File: src/hdl/sva_pkg.sv
package sva_pkg;

    localparam int NUM_VOICES = 8;
    localparam int IDX_W      = $clog2(NUM_VOICES);
    localparam int CNT_W      = $clog2(NUM_VOICES + 1);

    // Attenuation of 0.85 in Q15, and the shift that turns velocity into volume.
    localparam logic [14:0] ATTEN_Q15 = 15'd27853;
    localparam int          VEL_SHIFT = 10;

    localparam logic [1:0] REG_HOLD_SAMPLES = 2'd0;
    localparam logic [1:0] REG_SUSTAIN_RATE = 2'd1;
    localparam logic [1:0] REG_FAST_RATE    = 2'd2;

    typedef enum logic [1:0] {
        FUNC_NOTE_ON,
        FUNC_NOTE_OFF,
        FUNC_VOICE_DONE,
        FUNC_UNUSED
    } func_t;

    typedef enum logic [1:0] {
        ST_IDLE,
        ST_WALK,
        ST_PICK,
        ST_DONE
    } sva_state_t;

    typedef struct packed {
        logic [6:0]  note;
        logic [31:0] start;
        logic [16:0] volume;
        logic [23:0] hold;
        logic [15:0] release_rate;
    } voice_entry_t;

    typedef struct packed {
        logic               en;
        logic [IDX_W-1:0]   addr;
        voice_entry_t       data;
    } voice_wr_t;

endpackage

File: src/hdl/sva_voice_ram.sv
module sva_voice_ram (
    input  logic                      aclk,
    input  sva_pkg::voice_wr_t        wr,
    input  logic                      rd_en,
    input  logic [sva_pkg::IDX_W-1:0] rd_addr,
    output sva_pkg::voice_entry_t     rd_data
);

    // Per-voice parameters; contents are undefined until a note-on loads them.
    sva_pkg::voice_entry_t mem [sva_pkg::NUM_VOICES];
    sva_pkg::voice_entry_t rd_data_reg;

    always_ff @(posedge aclk) begin
        if (wr.en) begin
            mem[wr.addr] <= wr.data;
        end
    end

    always_ff @(posedge aclk) begin
        if (rd_en) begin
            rd_data_reg <= mem[rd_addr];
        end
    end

    assign rd_data = rd_data_reg;

endmodule

File: src/hdl/synth_voice_allocator_unit.sv
// Polyphonic voice allocator with oldest-note stealing.
//
// Events arrive on the s_ channel (valid/ready); each accepted beat yields
// exactly one result beat on the m_ channel. Configuration registers are
// written through the cfg_ channel, which is always ready; write them only
// while the block is idle.
//
// A note-on or note-off walks the voice memory one entry per cycle: each
// entry is read, modified (volume attenuation, or release on a note match)
// and written back the cycle after. A note-on then writes the chosen voice.
// A note-off passes through the walk state and then the final state; a
// note-on through the walk, the pick and the final state; a voice-finished
// or unused event goes straight to the final state. The walk over the
// single-read-port memory dominates the time for a note event. The next
// event can be accepted once the result is registered, and one event is
// processed at a time.
//
// The result sits in an output register, so a new event is accepted while
// the previous result waits for m_ready. If the receiver stalls long enough
// that a new result is ready before the old one leaves, the block holds in
// its final state until the output register frees up.
// Reset (aresetn low, synchronous) marks every voice free and restores the
// configuration defaults; per-voice parameters are not cleared.
module synth_voice_allocator_unit (
    input  logic        aclk,
    input  logic        aresetn,

    input  logic        cfg_valid,
    output logic        cfg_ready,
    input  logic [1:0]  cfg_index,
    input  logic [23:0] cfg_data,

    input  logic        s_valid,
    output logic        s_ready,
    input  logic [1:0]  s_func,
    input  logic [6:0]  s_note,
    input  logic [6:0]  s_velocity,
    input  logic [2:0]  s_voice_sel,
    input  logic        s_sustain_pedal,
    input  logic [31:0] s_now,

    output logic        m_valid,
    input  logic        m_ready,
    output logic [2:0]  m_voice_index,
    output logic        m_stolen,
    output logic [7:0]  m_released_mask,
    output logic [15:0] m_release_rate
);

    localparam int NV = sva_pkg::NUM_VOICES;
    localparam int IW = sva_pkg::IDX_W;
    localparam int CW = sva_pkg::CNT_W;
    localparam logic [IW-1:0] LAST_IDX = IW'(NV - 1);

    // Configuration registers.
    logic [23:0] hold_samples_reg;
    logic [15:0] sustain_rate_reg;
    logic [15:0] fast_rate_reg;

    assign cfg_ready = 1'b1;

    always_ff @(posedge aclk) begin
        if (!aresetn) begin
            hold_samples_reg <= 24'd176400;
            sustain_rate_reg <= 16'd1;
            fast_rate_reg    <= 16'd16;
        end else if (cfg_valid && cfg_ready) begin
            unique case (cfg_index)
                sva_pkg::REG_HOLD_SAMPLES: hold_samples_reg <= cfg_data;
                sva_pkg::REG_SUSTAIN_RATE: sustain_rate_reg <= cfg_data[15:0];
                sva_pkg::REG_FAST_RATE:    fast_rate_reg    <= cfg_data[15:0];
                default: ;
            endcase
        end
    end

    // Captured event.
    sva_pkg::func_t func_reg;
    logic [6:0]     note_reg;
    logic [6:0]     vel_reg;
    logic           pedal_reg;
    logic [31:0]    now_reg;

    sva_pkg::sva_state_t state_reg, state_next;

    logic           accept;
    sva_pkg::func_t s_func_t;
    assign s_ready  = (state_reg == sva_pkg::ST_IDLE);
    assign accept   = s_valid && s_ready;
    assign s_func_t = sva_pkg::func_t'(s_func);

    // Walk control: a read is issued for rd_cnt_reg, its data is handled in the
    // next cycle at p_idx_reg.
    logic [CW-1:0] rd_cnt_reg;
    logic          p_vld_reg;
    logic [IW-1:0] p_idx_reg;
    logic          rd_en;
    logic [IW-1:0] rd_addr;
    logic          walk_last;

    assign rd_en     = (state_reg == sva_pkg::ST_WALK) && (rd_cnt_reg < CW'(NV));
    assign rd_addr   = rd_cnt_reg[IW-1:0];
    assign walk_last = p_vld_reg && (p_idx_reg == LAST_IDX);

    logic [NV-1:0] active_reg;

    // Search results gathered during the walk.
    logic          free_found_reg;
    logic [IW-1:0] free_idx_reg;
    logic          old_found_reg;
    logic [IW-1:0] old_idx_reg;
    logic [31:0]   old_time_reg;
    logic [7:0]    mask_reg;
    logic [IW-1:0] pick_idx;
    logic          stolen_reg;
    logic [IW-1:0] chosen_reg;

    sva_pkg::voice_entry_t rd_data;
    sva_pkg::voice_wr_t    wr;

    sva_voice_ram u_ram (
        .aclk    (aclk),
        .wr      (wr),
        .rd_en   (rd_en),
        .rd_addr (rd_addr),
        .rd_data (rd_data)
    );

    logic [15:0] off_rate;
    logic [31:0] atten_prod;
    logic        p_active;
    logic        note_hit;
    logic [5:0]  p_idx_ext;
    logic [5:0]  sel_ext;
    logic [5:0]  chosen_ext;

    assign off_rate   = pedal_reg ? sustain_rate_reg : fast_rate_reg;
    assign atten_prod = 32'(rd_data.volume) * 32'(sva_pkg::ATTEN_Q15);
    assign p_active   = active_reg[p_idx_reg];
    assign note_hit   = p_active && (rd_data.note == note_reg);
    assign p_idx_ext  = 6'(p_idx_reg);
    assign sel_ext    = {3'b000, s_voice_sel};
    assign chosen_ext = 6'(chosen_reg);
    assign pick_idx   = free_found_reg ? free_idx_reg : old_idx_reg;

    // Memory write: read-modify-write during the walk, full load on a pick.
    always_comb begin
        wr      = '0;
        wr.addr = p_idx_reg;
        wr.data = rd_data;
        if (state_reg == sva_pkg::ST_PICK) begin
            wr.en                = 1'b1;
            wr.addr              = pick_idx;
            wr.data.note         = note_reg;
            wr.data.start        = now_reg;
            wr.data.volume       = 17'(vel_reg) << sva_pkg::VEL_SHIFT;
            wr.data.hold         = hold_samples_reg;
            wr.data.release_rate = sustain_rate_reg;
        end else if (p_vld_reg) begin
            if (func_reg == sva_pkg::FUNC_NOTE_ON && p_active) begin
                wr.en          = 1'b1;
                wr.data.volume = atten_prod[31:15];
            end else if (func_reg == sva_pkg::FUNC_NOTE_OFF && note_hit) begin
                wr.en                = 1'b1;
                wr.data.hold         = '0;
                wr.data.release_rate = off_rate;
            end
        end
    end

    always_ff @(posedge aclk) begin
        if (!aresetn) begin
            state_reg <= sva_pkg::ST_IDLE;
        end else begin
            state_reg <= state_next;
        end
    end

    logic out_free;
    assign out_free = !m_valid || m_ready;

    always_comb begin
        state_next = state_reg;
        unique case (state_reg)
            sva_pkg::ST_IDLE: begin
                if (accept) begin
                    if (s_func_t == sva_pkg::FUNC_NOTE_ON ||
                        s_func_t == sva_pkg::FUNC_NOTE_OFF) begin
                        state_next = sva_pkg::ST_WALK;
                    end else begin
                        state_next = sva_pkg::ST_DONE;
                    end
                end
            end
            sva_pkg::ST_WALK: begin
                if (walk_last) begin
                    state_next = (func_reg == sva_pkg::FUNC_NOTE_ON) ? sva_pkg::ST_PICK
                                                                     : sva_pkg::ST_DONE;
                end
            end
            sva_pkg::ST_PICK: begin
                state_next = sva_pkg::ST_DONE;
            end
            sva_pkg::ST_DONE: begin
                if (out_free) begin
                    state_next = sva_pkg::ST_IDLE;
                end
            end
            default: state_next = sva_pkg::ST_IDLE;
        endcase
    end

    // Event capture, walk counters and search.
    always_ff @(posedge aclk) begin
        if (accept) begin
            func_reg  <= s_func_t;
            note_reg  <= s_note;
            vel_reg   <= s_velocity;
            pedal_reg <= s_sustain_pedal;
            now_reg   <= s_now;
        end
    end

    always_ff @(posedge aclk) begin
        if (!aresetn) begin
            rd_cnt_reg     <= '0;
            p_vld_reg      <= 1'b0;
            free_found_reg <= 1'b0;
            old_found_reg  <= 1'b0;
            stolen_reg     <= 1'b0;
            chosen_reg     <= '0;
            mask_reg       <= '0;
        end else begin
            p_vld_reg <= rd_en;
            if (rd_en) begin
                rd_cnt_reg <= rd_cnt_reg + CW'(1);
                p_idx_reg  <= rd_addr;
            end
            if (accept) begin
                rd_cnt_reg     <= '0;
                free_found_reg <= 1'b0;
                old_found_reg  <= 1'b0;
                stolen_reg     <= 1'b0;
                chosen_reg     <= '0;
                mask_reg       <= '0;
            end else if (p_vld_reg) begin
                if (!p_active) begin
                    free_found_reg <= 1'b1;
                    free_idx_reg   <= p_idx_reg;
                end else if (!old_found_reg || rd_data.start < old_time_reg) begin
                    old_found_reg <= 1'b1;
                    old_idx_reg   <= p_idx_reg;
                    old_time_reg  <= rd_data.start;
                end
                if (func_reg == sva_pkg::FUNC_NOTE_OFF && note_hit && p_idx_ext < 6'd8) begin
                    mask_reg[p_idx_ext[2:0]] <= 1'b1;
                end
            end else if (state_reg == sva_pkg::ST_PICK) begin
                chosen_reg <= pick_idx;
                stolen_reg <= !free_found_reg;
            end
        end
    end

    // Voice activity flags.
    always_ff @(posedge aclk) begin
        if (!aresetn) begin
            active_reg <= '0;
        end else if (state_reg == sva_pkg::ST_PICK) begin
            active_reg[pick_idx] <= 1'b1;
        end else if (accept && s_func_t == sva_pkg::FUNC_VOICE_DONE
                     && sel_ext < 6'(NV)) begin
            active_reg[sel_ext[IW-1:0]] <= 1'b0;
        end
    end

    // Output register.
    logic        m_valid_reg;
    logic [2:0]  m_voice_index_reg;
    logic        m_stolen_reg;
    logic [7:0]  m_mask_reg;
    logic [15:0] m_rate_reg;

    always_ff @(posedge aclk) begin
        if (!aresetn) begin
            m_valid_reg <= 1'b0;
        end else if (state_reg == sva_pkg::ST_DONE && out_free) begin
            m_valid_reg <= 1'b1;
        end else if (m_ready) begin
            m_valid_reg <= 1'b0;
        end
    end

    always_ff @(posedge aclk) begin
        if (state_reg == sva_pkg::ST_DONE && out_free) begin
            m_voice_index_reg <= 3'b000;
            m_stolen_reg      <= 1'b0;
            m_mask_reg        <= 8'h00;
            m_rate_reg        <= 16'h0000;
            case (func_reg)
                sva_pkg::FUNC_NOTE_ON: begin
                    m_voice_index_reg <= chosen_ext[2:0];
                    m_stolen_reg      <= stolen_reg;
                    m_rate_reg        <= sustain_rate_reg;
                end
                sva_pkg::FUNC_NOTE_OFF: begin
                    m_mask_reg <= mask_reg;
                    m_rate_reg <= off_rate;
                end
                default: ;
            endcase
        end
    end

    assign m_valid         = m_valid_reg;
    assign m_voice_index   = m_voice_index_reg;
    assign m_stolen        = m_stolen_reg;
    assign m_released_mask = m_mask_reg;
    assign m_release_rate  = m_rate_reg;

    // The write-back of one entry never lands on the entry being read.
    a_no_rw_overlap: assert property (@(posedge aclk) disable iff (!aresetn)
        (wr.en && rd_en) |-> (wr.addr != rd_addr))
        else $error("memory write and read hit the same voice");

    // Stealing only happens when every voice is busy.
    a_steal_when_full: assert property (@(posedge aclk) disable iff (!aresetn)
        (state_reg == sva_pkg::ST_PICK && !free_found_reg) |-> (&active_reg))
        else $error("voice stolen while a free voice exists");

    // A picked voice is active afterwards.
    a_pick_activates: assert property (@(posedge aclk) disable iff (!aresetn)
        (state_reg == sva_pkg::ST_PICK) |=> active_reg[$past(pick_idx)])
        else $error("picked voice not marked active");

    // A stalled result keeps the sequencer waiting in its final state.
    a_done_holds: assert property (@(posedge aclk) disable iff (!aresetn)
        (state_reg == sva_pkg::ST_DONE && m_valid && !m_ready) |=>
        (state_reg == sva_pkg::ST_DONE))
        else $error("result overwritten while stalled");

    // A release mask never comes with a note-on voice choice.
    a_mask_exclusive: assert property (@(posedge aclk) disable iff (!aresetn)
        (m_valid && m_released_mask != 8'h00) |-> (!m_stolen && m_voice_index == 3'b000))
        else $error("release mask on a note-on result");

endmodule
File: config.mk
export PLATFORM = sky130hd
export DESIGN_NAME = synth_voice_allocator_unit
export DESIGN_NICKNAME = d
export VERILOG_FILES = /design/src/hdl/sva_pkg.sv /design/src/hdl/sva_voice_ram.sv /design/src/hdl/synth_voice_allocator_unit.sv
export SDC_FILE = /design/constraint.sdc
export NUM_CORES = 1
export LEC_CHECK = 0
export BUFFER_PORTS_ARGS = -buffer_cell sky130_fd_sc_hd__buf_2
export CORE_AREA = 2 2 182 184
export CTS_CLUSTER_DIAMETER = 60
export DETAILED_ROUTE_END_ITERATION = 8
export DIE_AREA = 0 0 184 186
export GPL_TIMING_DRIVEN = 0
export PLACE_DENSITY = 0.82
export SETUP_SLACK_MARGIN = 0.4
export SLEW_MARGIN = 20
export SYNTH_ARGS = -nofsm -noshare
export SYNTH_HDL_FRONTEND = slang
export SYNTH_SLANG_ARGS = --single-unit
export TNS_END_PERCENT = 10
File: constraint.sdc
create_clock -name aclk -period 12.9 [get_ports aclk]
set_clock_uncertainty 0.1 [all_clocks]
set_input_delay 1.29 -clock aclk [delete_from_list [all_inputs] [get_ports aclk]]
set_output_delay 1.29 -clock aclk [all_outputs]
set_load 0.005 [all_outputs]
## Word-level counts from Yosys, hierarchy flattened

Memories as Yosys holds them, arrays and structs flattened. A register that Yosys moved wholly into a read port is not among the register bits.
Cells that the tools add are included.

| storage, ports and cells | value |
|---|---|
| register bits after elaboration | 204 |
| bits in writable memories | 768 |
| bits of input ports | 83 |
| output and inout bits | 31 |
| memories kept | 1 |

Memory list:

| name | words | width | rd ports | clocked after Yosys merged registers in | write ports | RTL line | text |
|---|---|---|---|---|---|---|---|
| u_ram.mem | 8 | 96 | 1 | 1 | 1 | sva_voice_ram.sv:10 | `sva_pkg::voice_entry_t mem [sva_pkg::NUM_VOICES];` |

| operators by class | value |
|---|---|
| $add $sub $neg | 1 |
| multiply operators | 1 |
| $lt $le $gt $ge | 10 |
| equality and inequality tests | 13 |
| muxes and demuxes | 33 |
| bitwise gates (word level) | 8 |
| reductions and logical operators | 37 |

Operator list:

| operator | count |
|---|---|
| 2-to-1 mux 57 bit | 2 |
| 2-to-1 mux 40 bit | 2 |
| 2-to-1 mux 42 bit | 1 |
| < comparator 32 bit | 1 |
| multiplier 17 x 15 -> 32 bit (second input constant) | 1 |
| case mux 16 bit (2 select lines) | 1 |
| < comparator 3 x 4 -> 1 bit (second input constant) | 5 |
| 2-to-1 mux 17 bit | 1 |
| 2-to-1 mux 16 bit | 1 |
| 2-to-1 mux 8 bit | 2 |
| bitwise OR 8 bit | 2 |
| AND reduction 2 bit | 7 |
| logical AND 1 bit | 13 |
| 2-to-1 mux 1 bit | 13 |
| demux 1 bit (select 3 bit) | 3 |
| >= comparator 3 x 1 -> 1 bit (second input constant) | 3 |
| AND 8 bit | 1 |
| equality test 2 x 1 -> 1 bit (second input constant) | 4 |
| equality test 2 bit (second input constant) | 4 |
| logical NOT 2 bit | 4 |
| 2-to-1 mux 2 bit | 4 |
| inverter 8 bit | 1 |
| case mux 2 bit (4 select lines) | 1 |
| equality test 7 bit | 1 |
| other kinds (15) | 25 |

## Longest topological paths before layout

Gate-level depths: netlist of the first run.

| depth | value |
|---|---|
| depth after elaboration | 10 |
| depth in mapped cells | 8 |
| gate-level depth less buffers | 8 |

## By module

Synthesis of the first run repeated with hierarchy kept, for this count alone.

| second synthesis, totals | value |
|---|---|
| cells, all modules | 2,692 |
| area total of the unflattened synthesis | 46,291.9 um^2 |

Modules (own cells, without submodules):

| module | instances | cells each | area an instance (um^2) | sequential area each (um^2) |
|---|---|---|---|---|
| sva_voice_ram | 1 | 1,219 | 31,766.7 | 25,944.9 |
| synth_voice_allocator_unit | 1 | 1,473 | 14,525.2 | 5,265.0 |

## Worst setup path before layout of the first run

OpenSTA, ideal clock, no wires.

| timing path | value |
|---|---|
| path type | in2reg |
| start point | in s_valid |
| end point | reg old_idx_reg[0] (enable) |
| arrival | 4,944 ps |
| path slack | 7,376 ps |
| stages on the path | 4 |
| path buffers | 0 |
| path through | and2_1 > nor2_1 > nand2_1 > a211oi_1 |

| between the ends | value |
|---|---|
| word-level cells in the longest chain between the ends | 3 |

Ends and longest elaborated chain:

| item | RTL line | text |
|---|---|---|
| from (decl) | synth_voice_allocator_unit.sv:33 | `input logic s_valid,` |
| logical AND 1 bit | synth_voice_allocator_unit.sv:89 | `assign accept = s_valid && s_ready;` |
| inverter 1 bit (no source line) | - |  |
| AND reduction 5 bit (no source line) | - |  |
| to (signal assigned) | synth_voice_allocator_unit.sv:252 | `old_idx_reg <= p_idx_reg;` |
| to (decl) | synth_voice_allocator_unit.sv:111 | `logic [IW-1:0] old_idx_reg;` |

Every way passes these cells.
A chain may end at the register's enable or synchronous reset.

## Worst setup path in the final report of the first run

| timing path | value |
|---|---|
| start point | reg u_ram.rd_data[58] (netlist name) |
| end point | reg old_time_reg[3] (enable) |

| between the ends | value |
|---|---|
| word-level cells in the longest chain between the ends | 3 |

Ends and longest elaborated chain:

| item | RTL line | text |
|---|---|---|
| < comparator 32 bit | synth_voice_allocator_unit.sv:250 | `end else if (!old_found_reg \|\| rd_data.start < old_time_reg) begin` |
| logical OR 1 bit | synth_voice_allocator_unit.sv:250 |  |
| AND reduction 5 bit (no source line) | - |  |
| to (signal assigned) | synth_voice_allocator_unit.sv:253 | `old_time_reg <= rd_data.start;` |
| to (decl) | synth_voice_allocator_unit.sv:112 | `logic [31:0] old_time_reg;` |

Every way passes these cells.

==> impl_metrics.tcl, run 1 <==
set metrics [dict create \
    wirelength_microns 42250 \
    sw_frac_of_total_pct 26.32 \
    coreArea_sq_um 32210 \
    placed_cells 1679 \
    clk_latency_ns 0.57 \
    endpoint "old_time_reg[3]" \
    ys_seq_elements 524 \
    setup_viol 0 \
    htreeDepth 2 \
    viasPerCell 6.188 \
    grt_max_degree 46 \
    yosysSeqAreaShare_pct 73.96 \
    detail-route-antenna-nets 0 \
    slowest_delay_ns 0.80 \
    internal_power_mw 3.315 \
    largest_register_ffs 312 \
    cap_violations 0 \
    final_hold_viol_count 0 \
    combPwrFrac_pct 18.2 \
    yosysUniqueCellTypes 51 \
    stdcell_count 1772 \
    area_growth_pct 15.27 \
    fin_tns_setup_ns 0 \
    yosys.area.top_type "edfxtp_1" \
    syn_inst 1154 \
    grt.total_usage_pct 25.42 \
    ir_worst_vdd_mv 0.1493 \
    worst-path-max-fanout 13 \
    power_switching_mw 1.184 \
    synth_area_sq_um 20440 \
    wl_per_cell_microns 23.84 \
    dominantRegCellSynth "edfxtp_1" \
    worst_setup_hold_path_clk_slew_ns 0.06 \
    synth_top_cell_area_share_pct 67.88 \
    post-route-period-util_pct 27.18 \
    drc_errors 0 \
    synth-async-reset-ratio_pct 0 \
    status "complete, no violations" \
    fp.dieArea_sq_um 34220 \
    portBuffers 97 \
    mappedNetlistNets 1273 \
    crit_path_start "u_ram.rd_data[58]" \
    synth.area.top_cells "edfxtp_1 (68%), mux4_2 (8.8%), dfxtp_1 (6.1%)" \
    ioPinCount 114 \
    worstHoldPathType "reg2reg" \
    first_iter_violations 1099 \
    grt_pass1_wl_microns 63890 \
    fmax_mhz 285.2 \
    drive_gt1_share_pct 27.79 \
    pwr-share-clk_pct 31.7 \
    critPathSlowestCell "a211oi_4" \
    holdBufCountCts 0 \
    crit_arrival_ns 3.66 \
    first_pass_iters 5 \
    tightestPinTransition_ns 0.8237 \
    overflow 0 \
    hpwl_microns 25670 \
    grt_pass1_vias 11232 \
    cts_buffers 51 \
    pwr-share-seq_pct 50.1 \
    p_per_area_nw_per_um2 191.0 \
    slew_headroom_pct 43.52 \
    row_count 66 \
    fp.dieH_microns 186 \
    vias 10965 \
    antenna_found_initial 0 \
    r2r_end "old_time_reg[3]" \
    cts.sinks 524 \
    reg2reg_slack_ns 9.39 \
    diodes 0 \
    slew_viol_final 0 \
    end_kind "register" \
    cts_buffer_depth 3 \
    crit_chain "ha_1, a2111oi_0, o31ai_1, a31oi_1, o31ai_1, a211oi_4, buf_6" \
    critPathTopFamily "compound AO/OA/AOI/OAI gates" \
    synth_most_common_cell "edfxtp_1" \
    cts_tree "built" \
    cp.buffers_inverters 1 \
    cts_setup_buffers 0 \
    start_util_pct 63.46 \
    cts_resized 0 \
    yosys_warnings 0 \
    final_nets 1443 \
    r2r-start "u_ram.rd_data[58]" \
    min_period_ns 3.506 \
    synth_edf_count 462 \
    p_leak_nw 7.922 \
    rsz0062_at_grt "false" \
    cp-start-kind "register" \
    die_w_microns 184 \
    worstSetupPathDepth 7 \
    gp_congestion 0.8625 \
    syn_area_per_cell_sq_um 17.71 \
    root_buffer "clkbuf_16" \
    critical_path.most_common_cell "o31ai_1" \
    ys_top_cells_by_count "edfxtp_1 (462), nand2_1 (111), mux4_2 (80)" \
    crit_required_ns 13.05 \
    r2r_cells 7 \
    critPathKind "reg2reg" \
]
-- layout by cell type (no fill, tap or decap), drive strengths merged, types with 38 or more instances in the layout --
cell type / n
edfxtp: 462
nor2: 48
inv: 38
a21oi: 70
mux2: 79
nand2: 111
mux4: 80
clkbuf: 102
buf: 131
dfxtp: 62
-- logic make-up (layout without fill, tap and decap cells) --
kind of cell / count (synthesis) / count (layout) / synth area share [%]
multiplexers: 165 / 165 / 13.52
buffers and inverters: 88 / 298 / 1.733
other: 1 / 1 / 0.01835
AND/OR/NAND/NOR: 220 / 220 / 4.922
AO/OA/AOI/OAI: 111 / 111 / 3.257
adder cells (fa/ha/maj): 36 / 36 / 2.204
XOR/XNOR: 9 / 9 / 0.3857
flip-flops: 524 / 524 / 73.96
-- power groups by stage --
stage / sequential (mW) / clock (mW) / combinational (mW)
after global routing: 2.27 / 1.50 / 0.884
after CTS: 2.25 / 1.44 / 0.824
after global placement: 2.30 / 0 / 0.720
after detailed placement: 2.29 / 0 / 0.809
final: 2.25 / 1.42 / 0.820
after floorplan: 2.26 / 0 / 0.529
-- final cells by class --
cell class | count | area [sq um]
clock buffer | 65 | 1380
timing repair buffer | 117 | 927.1
tap | 408 | 510.5
clock inverter | 28 | 217.7
multi-input combinational | 542 | 5051
buffer | 51 | 219.0
fill | 1834 | 8647
inverter | 37 | 138.9
sequential | 524 | 15110
-- per-stage QoR --
step / power [mW] / instance area [sq um] / utilization, % / setup slack, ns / hold WS (ns)
after floorplan: 2.793 / 20440 / - / 7.376 / 0.3064
after global placement: 3.016 / 21430 / 66.55 / 4.471 / 0.3196
after detailed placement: 3.095 / 21960 / 68.19 / 9.190 / 0.3235
after CTS: 4.516 / 23560 / 73.15 / 9.337 / 0.3380
after global routing: 4.652 / 23560 / 73.15 / 9.181 / 0.3509
final: 4.499 / 23560 / 73.15 / 9.394 / 0.3406
-- metal layers --
layer,share of wire [%],wire (microns),global-route usage (%)
met1,40,16800,34.27
met2,49,20700,42.25
met4,2.9,1221,9.760
met3,8.4,3529,4.285
met5,0,0,0
-- worst min path at each step --
stage                              end  cells after the start          start
after global placement    p_idx_reg[2]                      0  rd_cnt_reg[2]
after global routing      p_idx_reg[2]                      0  rd_cnt_reg[2]
after detailed placement  p_idx_reg[2]                      0  rd_cnt_reg[2]
after CTS                 p_idx_reg[2]                      0  rd_cnt_reg[2]
final                     p_idx_reg[2]                      0  rd_cnt_reg[2]
after floorplan           p_idx_reg[2]                      0  rd_cnt_reg[2]
-- worst register-to-register path: stages (launching register included) --
cell and delay, ns:
edfxtp_1 0.41, ha_1 0.29, a2111oi_0 0.54, o31ai_1 0.25, a31oi_1 0.29, o31ai_1 0.23
a211oi_4 0.80, buf_6 0.29
(Power assumes the default switching activity.)
==> inputs of run 2 (changes only) <==
--- a/config.mk
+++ b/config.mk
@@ -6,12 +6,12 @@
 export NUM_CORES = 1
 export LEC_CHECK = 0
 export BUFFER_PORTS_ARGS = -buffer_cell sky130_fd_sc_hd__buf_2
-export CORE_AREA = 2 2 182 184
+export CORE_AREA = 2 2 196 198
 export CTS_CLUSTER_DIAMETER = 60
 export DETAILED_ROUTE_END_ITERATION = 8
-export DIE_AREA = 0 0 184 186
+export DIE_AREA = 0 0 198 200
 export GPL_TIMING_DRIVEN = 0
-export PLACE_DENSITY = 0.82
+export PLACE_DENSITY = 0.75
 export SETUP_SLACK_MARGIN = 0.4
 export SLEW_MARGIN = 20
 export SYNTH_ARGS = -nofsm -noshare
==> constraint.sdc (replaced) <==
create_clock -name aclk -period 2.86 [get_ports aclk]
set_clock_uncertainty 0.1 [all_clocks]
set_input_delay 0.286 -clock aclk [delete_from_list [all_inputs] [get_ports aclk]]
set_output_delay 0.286 -clock aclk [all_outputs]
set_load 0.005 [all_outputs]
==> run 2 against run 1 <==
  * Sequential cell count is the same
  * Fmax is 30% higher
  * Final cell count is 12% higher
  * Wire length increased by 8.6%
  * Power grew to 4.7 times the previous value
  * First-iteration DRC count fell by 3.2%
  * Combinational power grew to 5.1 times the previous value
  * Register-to-register slack lost 9.2 ns
  * Worst setup slack lost 9.2 ns
  * Sequential share of layout area fell by 4.3 points
  * Clock-buffer cell count stayed put
==> impl_metrics.tcl, run 2 (synthesis results as in run 1) <==
set metrics [dict create \
    power_mw 20.94 \
    fp.dieArea_sq_um 39600 \
    grt.total_usage_pct 22.77 \
    ioPinCount 114 \
    tightestPinTransition_ns 0.8538 \
    crit_arrival_ns 2.88 \
    drive_gt1_share_pct 30.28 \
    portBuffers 97 \
    cap_violations 0 \
    place_area_sq_um 22100 \
    grt_pass1_vias 11440 \
    clk_latency_ns 0.58 \
    final_hold_viol_count 0 \
    htreeDepth 2 \
    slew_headroom_pct 43.08 \
    diodes 0 \
    die_w_microns 198 \
    cts.sinks 524 \
    coreArea_sq_um 37400 \
    first_pass_iters 5 \
    antenna_found_initial 0 \
    overflow 0 \
    viasPerCell 5.729 \
    largest_register_ffs 312 \
    layout_commonest_cell "edfxtp_1" \
    status "complete, no violations" \
    gp_congestion 0.8463 \
    rsz0062_at_grt "true" \
    vias 11384 \
    worst_setup_hold_path_clk_slew_ns 0.06 \
    first_iter_violations 1064 \
    critPathKind "reg2reg" \
    fp.dieH_microns 200 \
    cts_buffer_depth 3 \
    drc_errors 0 \
    cts_buffers 52 \
    design_area_sq_um 25240 \
    end_kind "register" \
    setup_viol 0 \
    post-route-period-util_pct 94.37 \
    detail-route-antenna-nets 0 \
    min_period_ns 2.699 \
    hpwl_microns 26300 \
    grt_pass1_wl_microns 66390 \
    p_leak_nw 8.560 \
    wirelength_microns 45900 \
    cp-start-kind "register" \
    reg2reg_slack_ns 0.16 \
    cts_tree "built" \
    final_cell_mix "edfxtp_1 (462), nand2_1 (111), buf_2 (107)" \
    final_nets 1551 \
    wl_per_cell_microns 23.10 \
    p_per_area_nw_per_um2 829.5 \
    fmax_mhz 370.5 \
    root_buffer "clkbuf_16" \
    worstHoldPathType "in2reg" \
    row_count 71 \
    grt_max_degree 33 \
    crit_required_ns 3.04 \
    area_growth_pct 23.52 \
    slew_viol_final 0 \
    worst-path-max-fanout 6 \
    start_util_pct 54.65 \
    ir_worst_vdd_mv 0.7818 \
]
## run 2: cell types whose count changed in the layout (fill, tap and decap cells not counted), moves of 4 or more
cell | before | now
buf_4 | 1 | 19
ha_4 | 0 | 4
buf_16 | 8 | 12
buf_12 | 9 | 20
dlygate4sd3_1 | 0 | 66
clkbuf_16 | 52 | 59
clkinv_2 | 10 | 14
ha_1 | 36 | 31
## run 2: timing repair
item                                    CTS  global route
setup buffers                            25             8
resized for setup                        32            17
pin swaps                                15            13
hold buffers                             65             1
hold endpoints to repair                 82             1
cloned                                    2             6
endpoints found under the setup margin  699           625
## run 2: cell type report
class                   instances  area [sq um]
multi-input cells             542          5251
inverters                      37         138.9
well taps                     511         639.4
fillers                      2349         12160
flip-flops and latches        524         15110
clock buffers                  65          1393
plain buffers                  51         232.7
clock inverters                33         262.8
repair buffers                224          2212
## run 2: worst max-delay path: stages (launching register included)
cell and delay (ns):
edfxtp_1 0.44, ha_1 0.32, a21oi_1 0.14, o21ai_1 0.10, a221o_1 0.36, a31oi_4 0.22
o31ai_4 0.10, a211oi_4 0.27, buf_6 0.20, buf_4 0.16
## run 2: per-stage QoR
stage	hold WS, ns	setup WS [ns]	utilization [%]	setup TNS, ns	cells
finish	0.05619	0.1610	67.50	0	1987
global route	0.08604	0.08333	67.50	0	1987
CTS	0.03317	0.2186	66.60	0	1972
detailed placement	0.3245	-0.4771	59.10	-102.07	1782
global placement	0.3136	-1.859	57.81	-533.33	1762
floorplan	0.2578	-0.1163	-	-18.47	1154
## run 2: final timing paths
path | start | to | depth (start not counted)
hold / removal | cfg_index[1] | sustain_rate_reg[1] | 4
setup reg to reg | u_ram.rd_data[68] | old_time_reg[28] | 9
setup / recovery | u_ram.rd_data[68] | old_time_reg[28] | 9
hold reg to reg | rd_cnt_reg[2] | p_idx_reg[2] | 0
## run 2: where the power goes
part           switching (mW)  total [mW]  internal (mW)
Sequential              0.346        10.2           9.84
Combinational            2.42        4.18           1.75
Clock                    2.77        6.58           3.81
Total                    5.54        20.9           15.4
## run 2: layer usage
metal  GRT usage (%)  part of all wire (%)  vias up
met1           31.15                    41     5811
met3           3.562                   6.7       82
met5               0                     0        -
met4           6.377                   2.3        0
li1                -                     -     5028
met2           38.54                    50      463
==> inputs of run 3 (changes only) <==
--- a/config.mk
+++ b/config.mk
@@ -12,6 +12,7 @@
 export DIE_AREA = 0 0 198 200
 export GPL_TIMING_DRIVEN = 0
 export PLACE_DENSITY = 0.75
+export REMOVE_ABC_BUFFERS = 1
 export SETUP_SLACK_MARGIN = 0.4
 export SLEW_MARGIN = 20
 export SYNTH_ARGS = -nofsm -noshare
==> run 3 against run 2 <==
  * Register-to-register slack got worse by 0.06 ns
  * Fmax fell by 2.2%
  * Final cell count shrank 2.0%
  * Largest cell class unchanged
  * Worst setup slack got worse by 0.062 ns
  * Highest routed layer unchanged
  * Sequential cell count stayed put
  * Critical path type unchanged
  * Cell area hardly changed
  * Sequential share of layout area is essentially flat
==> impl_metrics.tcl, run 3 (synthesis results as in run 1) <==
set metrics [dict create \
    grt_pass1_wl_microns 66010 \
    cts_buffers 51 \
    internal_power_mw 15.40 \
    dp_slack_ns -0.9377 \
    combPwrFrac_pct 20.0 \
    fp.dieH_microns 200 \
    worstHoldPathType "in2reg" \
    grt_pass1_vias 11369 \
    largest_register_ffs 312 \
    p_per_area_nw_per_um2 828.5 \
    rsz0062_at_grt "true" \
    worst_setup_hold_path_clk_slew_ns 0.06 \
    drive_gt1_share_pct 31.71 \
    tightestPinTransition_ns 0.7717 \
    gp_congestion 0.8246 \
    slew_viol_final 0 \
    worst-path-max-fanout 11 \
    viasPerCell 5.806 \
    crit_arrival_ns 2.94 \
    grt.total_usage_pct 22.51 \
    cts_buffer_depth 3 \
    p_leak_nw 8.538 \
    pwr-share-seq_pct 49.0 \
    wl_per_cell_microns 23.12 \
    ioPinCount 114 \
    crit_chain "xor2_1, nor4_2, nand4_1, buf_6, o21ai_4, a41oi_4, buf_12, nor2_4, buf_16, buf_12" \
    htreeDepth 2 \
    power_switching_mw 5.516 \
    clk_latency_ns 0.59 \
    cap_violations 0 \
    pwr-share-clk_pct 31.0 \
    fp.dieArea_sq_um 39600 \
    overflow 0 \
    setup_viol 0 \
    critPathKind "reg2reg" \
    sw_frac_of_total_pct 26.37 \
    hpwl_microns 24470 \
    row_count 71 \
    drc_errors 0 \
    antenna_found_initial 1 \
    vias 11304 \
    final_hold_viol_count 0 \
    grt_max_degree 43 \
    wirelength_microns 45010 \
    first_iter_violations 932 \
    final_cell_mix "edfxtp_1 (462), nand2_1 (110), buf_2 (97)" \
    power_mw 20.92 \
    cp-start-kind "register" \
    slowest_delay_ns 0.44 \
    ir_worst_vdd_mv 0.5841 \
    critPathSlowestCell "nor4_2" \
    status "complete, no violations" \
    worst_slack_ns 0.09912 \
    end_kind "register" \
    fmax_mhz 362.2 \
    area_growth_pct 23.53 \
    final_nets 1515 \
    cts_tree "built" \
    detail-route-antenna-nets 0 \
    crit_required_ns 3.04 \
    cts.sinks 524 \
    coreArea_sq_um 37400 \
    root_buffer "clkbuf_16" \
    start_util_pct 54.65 \
    portBuffers 97 \
    die_w_microns 198 \
    slew_headroom_pct 48.50 \
    layout_commonest_cell "edfxtp_1" \
    critical_path.most_common_cell "buf_12" \
    first_pass_iters 5 \
    post-route-period-util_pct 96.53 \
    min_period_ns 2.761 \
]
==> run 3: cell types whose count changed in the layout (fill, tap and decap cells not counted), sizes merged <==
cell / previous run / this run
dlygate4sd3: 66 / 65
clkinv: 28 / 22
diode: 0 / 1
buf: 167 / 171
inv: 37 / 38
clkbuf: 107 / 68
==> run 3: worst max-delay path, delay by kind of cell (launching register included) <==
family / cells / cell delay (ns)
AND/OR/NAND/NOR: 3 / 0.79
flip-flops: 1 / 0.41
AO/OA/AOI/OAI: 2 / 0.27
buffers and inverters: 4 / 0.68
XOR/XNOR: 1 / 0.19
==> run 3: worst paths after layout <==
check                           depth (start not counted)                   to         startpoint  slack (ns)
worst max-delay path                                   10     u_ram.mem[5][92]  u_ram.rd_data[94]         0.1
worst min-delay path                                    4  sustain_rate_reg[2]       cfg_index[1]        0.08
worst min register to register                          2    fast_rate_reg[11]  fast_rate_reg[11]        0.36
worst max register to register                         10     u_ram.mem[5][92]  u_ram.rd_data[94]         0.1
==> run 3: layout make-up <==
type	count	area (sq um)
Clock inverter	28	245.2
Timing Repair Buffer	240	2452
Sequential cell	524	15130
Multi-Input combinational cell	542	5285
Tap cell	511	639.4
Inverter	37	138.9
Antenna cell	1	2.502
Fill cell	2320	12150
Clock buffer	64	1356
==> run 3: layer usage <==
layer,vias to the layer above,track usage (%),wire length (microns)
met5,-,0,0
met2,494,37.39,22080
li1,4941,-,-
met3,92,3.629,3138
met1,5777,30.23,18470
met4,0,8.967,1319
==> run 3: metrics by stage <==
| stage | cell area [sq um] | TNS (ns) | hold slack (ns) | instances | utilization (%) |
|---|---|---|---|---|---|
| floorplan | 20220 | -614.00 | 0.2578 | 1103 | - |
| global placement | 21350 | -2093.04 | 0.3392 | 1711 | 57.08 |
| detailed placement | 22140 | -201.87 | 0.3465 | 1739 | 59.19 |
| CTS | 24950 | 0 | 0.06012 | 1932 | 66.72 |
| global route | 25240 | 0 | 0.08859 | 1946 | 67.50 |
| finish | 25250 | 0 | 0.07837 | 1947 | 67.50 |
==> run 3: power groups by stage <==
stage | Sequential (mW) | Combinational [mW] | Clock, mW
finish | 10.3 | 4.18 | 6.48
global route | 10.3 | 4.49 | 6.83
CTS | 10.2 | 4.01 | 6.54
detailed placement | 10.4 | 3.60 | 0
global placement | 10.8 | 3.02 | 0
floorplan | 10.4 | 2.21 | 0
==> run 3: what timing repair did <==
action                                  CTS  global route
pin swaps                                15            12
cloned                                    2             3
setup buffers                            34            11
hold buffers                             65             0
gates resized for setup                  24            24
endpoints found under the hold margin    82             0
endpoints found under the setup margin  365           361
